$ cat config.mk
export PLATFORM = sky130hd
export DESIGN_NAME = xor_checked_frame_deframer_core
export DESIGN_NICKNAME = d
export VERILOG_FILES = /design/src/rtl/xcfd_pkg.sv /design/src/rtl/xor_checked_frame_deframer_core.sv
export SDC_FILE = /design/constraint.sdc
export NUM_CORES = 1
export LEC_CHECK = 0
export BUFFER_PORTS_ARGS = -buffer_cell sky130_fd_sc_hd__clkbuf_2
export CORE_UTILIZATION = 45
export DETAILED_ROUTE_END_ITERATION = 8
export HOLD_SLACK_MARGIN = 0.03
export PLACE_DENSITY = 0.66
export SLEW_MARGIN = 10
export SYNTH_ARGS = -nofsm -noshare
export SYNTH_HDL_FRONTEND = slang
export SYNTH_SLANG_ARGS = --single-unit
$ cat constraint.sdc
create_clock -name clk_i -period 2.1 [get_ports clk_i]
set_input_delay 0.21 -clock clk_i [delete_from_list [all_inputs] [get_ports clk_i]]
set_output_delay 0.21 -clock clk_i [all_outputs]
set_load 0.05 [all_outputs]
$ cat src/rtl/xcfd_pkg.sv
// Shared types and constants for the header/length/XOR frame deframer.
`default_nettype none

package xcfd_pkg;

  // Header byte sequence hunted for at the start of every frame
  localparam logic [7:0] HdrByte0 = 8'h55;
  localparam logic [7:0] HdrByte1 = 8'h4E;
  localparam logic [7:0] HdrByte2 = 8'h45;
  localparam logic [7:0] HdrByte3 = 8'h52;

  // Length counts command and separator; payload is length minus this
  localparam logic [7:0] LenOverhead = 8'd2;

  // Receive phase of the deframer
  typedef enum logic [2:0] {
    PhHunt = 3'd0,
    PhHdr1 = 3'd1,
    PhHdr2 = 3'd2,
    PhHdr3 = 3'd3,
    PhLen  = 3'd4,
    PhSep  = 3'd5,
    PhCmd  = 3'd6,
    PhBody = 3'd7
  } phase_e;

  // Kind of result passed downstream
  typedef enum logic [1:0] {
    KindCmd     = 2'd0,
    KindPayload = 2'd1,
    KindVerdict = 2'd2
  } kind_e;

  // One result request
  typedef struct packed {
    kind_e      kind;
    logic [7:0] data;
    logic       frame_ok;
    logic       end_of_frame;
  } result_t;

endpackage

`default_nettype wire

$ cat src/rtl/xor_checked_frame_deframer_core.sv
// Top level of the header/length/XOR-checksum frame deframer.
//
//   channel | valid      | ready      | payload
//   --------+------------+------------+-------------------------------------------
//   rx      | rx_valid_i | rx_ready_o | rx_byte_i
//   out     | out_valid_o| out_ready_i| kind_o, data_o, frame_ok_o, end_of_frame_o
//
// One byte is accepted per cycle while rx_ready_o is high. The phase, length count
// and running XOR update in the same cycle the byte is accepted; any result lands
// in the output register, or in the skid register while that one is held.
// A one-entry skid register behind the output register keeps rx_ready_o
// independent of out_ready_i; rx_ready_o drops only while both hold a request.
// Reset (rst_ni low) returns to hunting the first header byte with no pending
// output.
`default_nettype none

module xor_checked_frame_deframer_core (
  input  wire logic       clk_i,
  input  wire logic       rst_ni,
  input  wire logic       rx_valid_i,
  output logic            rx_ready_o,
  input  wire logic [7:0] rx_byte_i,
  output logic            out_valid_o,
  input  wire logic       out_ready_i,
  output logic [1:0]      kind_o,
  output logic [7:0]      data_o,
  output logic            frame_ok_o,
  output logic            end_of_frame_o
);

  xcfd_pkg::phase_e  phase_q, phase_d;
  logic [7:0]        remaining_q, remaining_d;
  logic [7:0]        xor_q, xor_d;

  logic              res_valid;
  xcfd_pkg::result_t res;

  logic              out_valid_q, skid_valid_q;
  xcfd_pkg::result_t out_q, skid_q;

  logic              rx_fire, out_fire, push;

  assign rx_ready_o = !skid_valid_q;
  assign rx_fire    = rx_valid_i && rx_ready_o;
  assign out_fire   = out_valid_q && out_ready_i;
  assign push       = rx_fire && res_valid;

  // Next state: header hunt, length capture and running XOR
  always_comb begin
    phase_d     = phase_q;
    remaining_d = remaining_q;
    xor_d       = xor_q;
    unique case (phase_q)
      xcfd_pkg::PhHunt, xcfd_pkg::PhHdr1, xcfd_pkg::PhHdr2, xcfd_pkg::PhHdr3: begin
        if (phase_q == xcfd_pkg::PhHdr1 && rx_byte_i == xcfd_pkg::HdrByte1) begin
          phase_d = xcfd_pkg::PhHdr2;
          xor_d   = xor_q ^ rx_byte_i;
        end else if (phase_q == xcfd_pkg::PhHdr2 && rx_byte_i == xcfd_pkg::HdrByte2) begin
          phase_d = xcfd_pkg::PhHdr3;
          xor_d   = xor_q ^ rx_byte_i;
        end else if (phase_q == xcfd_pkg::PhHdr3 && rx_byte_i == xcfd_pkg::HdrByte3) begin
          phase_d = xcfd_pkg::PhLen;
          xor_d   = xor_q ^ rx_byte_i;
        end else begin
          // Mismatch (or hunting): a first header byte restarts the header
          remaining_d = 8'd0;
          if (rx_byte_i == xcfd_pkg::HdrByte0) begin
            phase_d = xcfd_pkg::PhHdr1;
            xor_d   = xcfd_pkg::HdrByte0;
          end else begin
            phase_d = xcfd_pkg::PhHunt;
            xor_d   = 8'd0;
          end
        end
      end
      xcfd_pkg::PhLen: begin
        if (rx_byte_i < xcfd_pkg::LenOverhead) begin
          // Malformed length: drop the frame silently
          phase_d     = xcfd_pkg::PhHunt;
          remaining_d = 8'd0;
          xor_d       = 8'd0;
        end else begin
          phase_d     = xcfd_pkg::PhSep;
          remaining_d = rx_byte_i - xcfd_pkg::LenOverhead;
          xor_d       = xor_q ^ rx_byte_i;
        end
      end
      xcfd_pkg::PhSep: begin
        phase_d = xcfd_pkg::PhCmd;
        xor_d   = xor_q ^ rx_byte_i;
      end
      xcfd_pkg::PhCmd: begin
        phase_d = xcfd_pkg::PhBody;
        xor_d   = xor_q ^ rx_byte_i;
      end
      xcfd_pkg::PhBody: begin
        if (remaining_q != 8'd0) begin
          remaining_d = remaining_q - 8'd1;
          xor_d       = xor_q ^ rx_byte_i;
        end else begin
          phase_d = xcfd_pkg::PhHunt;
          xor_d   = 8'd0;
        end
      end
      default: begin
        phase_d     = xcfd_pkg::PhHunt;
        remaining_d = 8'd0;
        xor_d       = 8'd0;
      end
    endcase
  end

  // Result for the byte being accepted
  always_comb begin
    res_valid        = 1'b0;
    res.kind         = xcfd_pkg::KindCmd;
    res.data         = rx_byte_i;
    res.frame_ok     = 1'b0;
    res.end_of_frame = 1'b0;
    if (phase_q == xcfd_pkg::PhCmd) begin
      res_valid = 1'b1;
    end else if (phase_q == xcfd_pkg::PhBody) begin
      res_valid = 1'b1;
      if (remaining_q != 8'd0) begin
        res.kind = xcfd_pkg::KindPayload;
      end else begin
        res.kind         = xcfd_pkg::KindVerdict;
        res.frame_ok     = (xor_q == rx_byte_i);
        res.end_of_frame = 1'b1;
      end
    end
  end

  // Frame state registers
  always_ff @(posedge clk_i or negedge rst_ni) begin
    if (!rst_ni) begin
      phase_q     <= xcfd_pkg::PhHunt;
      remaining_q <= 8'd0;
      xor_q       <= 8'd0;
    end else if (rx_fire) begin
      phase_q     <= phase_d;
      remaining_q <= remaining_d;
      xor_q       <= xor_d;
    end
  end

  // Output register plus skid entry, flags
  always_ff @(posedge clk_i or negedge rst_ni) begin
    if (!rst_ni) begin
      out_valid_q  <= 1'b0;
      skid_valid_q <= 1'b0;
    end else if (out_fire) begin
      if (skid_valid_q) begin
        skid_valid_q <= 1'b0;
      end else begin
        out_valid_q <= push;
      end
    end else if (!out_valid_q) begin
      out_valid_q <= push;
    end else if (push) begin
      skid_valid_q <= 1'b1;
    end
  end

  // Output register plus skid entry, payload
  always_ff @(posedge clk_i) begin
    if (out_fire) begin
      if (skid_valid_q) begin
        out_q <= skid_q;
      end else if (push) begin
        out_q <= res;
      end
    end else if (!out_valid_q) begin
      if (push) begin
        out_q <= res;
      end
    end else if (push) begin
      skid_q <= res;
    end
  end

  assign out_valid_o    = out_valid_q;
  assign kind_o         = out_q.kind;
  assign data_o         = out_q.data;
  assign frame_ok_o     = out_q.frame_ok;
  assign end_of_frame_o = out_q.end_of_frame;

  // The skid entry only fills behind a held output request
  a_skid_behind_out: assert property (@(posedge clk_i) disable iff (!rst_ni)
    skid_valid_q |-> out_valid_q)
    else $error("skid entry valid while output register empty");

  // Hunting always starts with a clean checksum and length count
  a_hunt_clean: assert property (@(posedge clk_i) disable iff (!rst_ni)
    (phase_q == xcfd_pkg::PhHunt) |-> (xor_q == 8'd0 && remaining_q == 8'd0))
    else $error("hunt phase with stale checksum or length");

  // A checksum byte closes the frame and returns to hunting
  a_verdict_ends: assert property (@(posedge clk_i) disable iff (!rst_ni)
    (rx_fire && phase_q == xcfd_pkg::PhBody && remaining_q == 8'd0)
      |=> (phase_q == xcfd_pkg::PhHunt && out_valid_q))
    else $error("verdict did not close the frame");

  // Input is held off only while the output side is stalled
  a_ready_low_stalled: assert property (@(posedge clk_i) disable iff (!rst_ni)
    !rx_ready_o |-> out_valid_o)
    else $error("input stalled without pending output");

endmodule

`default_nettype wire

==> metrics.cfg <==
[clock_network]
htreeDepth = 2
path_clk_slew_ns = 0.08
cts_buffer_depth = 2
cts.sinks = 44
clk_latency_ns = 0.30
root_buffer = clkbuf_8
cts_buffers = 5
cts_tree = done

[drt]
met1_length_mm = 2.57
avgRoutedWirePerCell_um = 15.0
drc_errors = 0
postRouteAntennaNets = 0
wl_mm = 5.52
route.met2.wl_mm = 2.60
viasPerCell = 5.42
dr.first_iter.drc_count = 127
dr.max_layer_used = met4
drt-pass1-iter-count = 4
via_count = 1996
route.met3.wl_um = 220

[final_layout]
area_delta_synth_final_pct = 18.8
utilization_pct = 56.4
drive_gt1_share_pct = 22.5
fillCellCount = 468
diodes = 0
final_nets = 311

[pwr]
power_density_nw_per_um2 = 1420
p_sw_mw = 1.81
seqPwrFrac_pct = 36.7
clkPwrFrac_pct = 15.3
p_int_mw = 2.37
comb_power_share_pct = 47.9
peakVddDrop_v = 0.000571
switching_share_pct = 43.3
leakage_nw = 1.24

[global_routing]
grt_usage_pct = 19.8
antenna_found_initial = 0
grt-ovfl-total = 0
first_global_vias = 1921
grt_pass1_wl_mm = 9.16
grt_max_degree = 22

[yosys]
synth_simple_gate_area_share_pct = 23.9
synthTopCellsByArea = edfxtp_1 28%, dfrtp_1 21%, nand2_1 5.0%
synth_compound_area_share_pct = 13.9
synth_cell_types = 45
yosysTopAreaCell = edfxtp_1
avgSynthCellArea_sq_um = 9.66
ys.flop_type = edfxtp_1
synth_top_cell_area_share_pct = 27.9
yosysMostFrequentCell = nand2_1
netlist_area_sq_um = 2470
synth_common_cells = 33 x nand2_1, 28 x nor2_1, 23 x edfxtp_1
synth_edf_count = 23
synth_cells = 256
synth_top_family_by_area = simple AND/OR/NAND/NOR gates
synthMuxAreaShare_pct = 2.43
synth_adder_area_share_pct = 1.01
synth-async-reset-ratio_pct = 47.7
synth-xor-area-share_pct = 6.02
synth.net_count = 270
yosys_warnings = 0
ys_seq_elements = 44
yosysSeqAreaShare_pct = 49.2

[die]
die_w_um = 76.1
ios = 26
coreArea_sq_um = 5200
die_area_sq_um = 5800
rows = 26
die_h_um = 76.1
initial_core_util_pct = 47.5

[sta]
hold_ws_ns = 0.122
slew_headroom_pct = 66.1
fin_setup_tns_ns = 0
hold_viol = 0
tightest_slew_ns = 0.502
clock.fmax_ghz = 0.496
fin_ws_ns = 0.0837
period_needed_ns = 2.02
rsz0062_at_grt = no
fin_crit_sh_pct = 96.0
setup-violations-final = 0
drv_slew = 0
fin_skew_ns = 0.00667

[worst_setup_path]
criticalPathCategory = reg -> reg
cp_max_fo = 12
critical_path_arrival_ns = 2.22
cp.required_ns = 2.30
startpoint_type = flip-flop
worst_setup_path_end_kind = flip-flop

[placement]
post-place-ws_ns = 0.128
gp_congestion = 0.882
post-dp-hpwl_mm = 3.94
port-buffer-count = 25

[job]
max_cap_violations = 0

[outcome]
status = finished clean

[hold_path]
hp-class = in -> reg

## placed cells by master (no fill, tap or decap), drive strengths merged, types with 5 or more instances in the layout
cell type,synthesis,final
clkbuf,13,31
nand2,33,33
nor2b,5,5
o22ai,6,6
dfrtp,21,21
mux2,5,5
nor4,5,5
xor2,13,13
edfxtp,23,23
o21ai,8,8
buf,1,22
a21oi,20,20
nor2,29,29
a31oi,11,11
nand2b,5,5
inv,9,9
nor3,7,7
nand3,7,7
## critical path: stages, from the launching register on
cell and delay (ns):
dfrtp_1 0.60, nand3_1 0.31, a31oi_1 0.33, nand2b_1 0.22, nor4_4 0.05, buf_4 0.17
a211oi_1 0.23
## worst paths after layout
check	from	endpoint	slack (ns)	depth (start not counted)
min in group asynchronous	rst_ni	remaining_q[2]	0.41	2
worst max register to register	phase_q[2]	xor_q[2]	0.08	6
worst min register to register	out_valid_o	skid_valid_q	0.54	1
worst max-delay path	phase_q[2]	xor_q[2]	0.08	6
worst min-delay path	out_ready_i	skid_valid_q	0.12	2
max in group asynchronous	rst_ni	remaining_q[5]	1.32	2
## sequential cells by signal (all words and copies together) (netlist names)
signal	flops
data_o	8
end_of_frame_o	1
frame_ok_o	1
kind_o	2
out_valid_o	1
phase_q	3
remaining_q	8
skid_q	11
skid_valid_q	1
xor_q	8
## kinds of logic after synthesis
logic type	count (synthesis)
buffers and inverters	23
multiplexers	5
XOR/XNOR	17
AND/OR/NAND/NOR	109
AO/OA/AOI/OAI	56
flip-flops	44
adder cells (fa/ha/maj)	2
## routing by layer
layer  vias up  GRT usage (%)
met4         0           7.12
met3        13           3.83
li1       1002              -
met1       930           25.9
met2        51           32.6
met5         -              0
## power groups by stage
stage,Sequential [mW],Clock (mW),Combinational [mW]
finish,1.53,0.641,2.00
global route,1.58,0.695,2.18
CTS,1.51,0.655,1.98
detailed placement,1.53,0,1.97
global placement,1.51,0,1.96
floorplan,1.91,0,1.07
## through the flow
step	area, sq um	std cells	total power, mW
6_report	2940	368	4.18
4_1_cts	2910	367	4.15
3_5_place_dp	2790	358	3.50
2_1_floorplan	2470	256	2.98
3_3_place_gp	2790	358	3.47
5_1_grt	2940	368	4.45
## what timing repair did
item / CTS / global route
hold endpoints to repair: 21 / 0
setup buffers: 0 / 1
hold buffers: 1 / 0
resized for setup: 0 / 4
endpoints found under the setup margin: 0 / 7
## final cells by class
| type | instances | area [sq um] | share of cell area [%] |
|---|---|---|---|
| Timing Repair Buffer | 48 | 300 | 10.2 |
| Inverter | 9 | 33.8 | 1.15 |
| Tap cell | 70 | 87.6 | 2.98 |
| Clock inverter | 2 | 35.0 | 1.19 |
| Clock buffer | 6 | 72.6 | 2.47 |
| Sequential cell | 44 | 1220 | 41.4 |
| Multi-Input combinational cell | 189 | 1190 | 40.5 |
No activity file was read; power rests on OpenSTA's default activity.
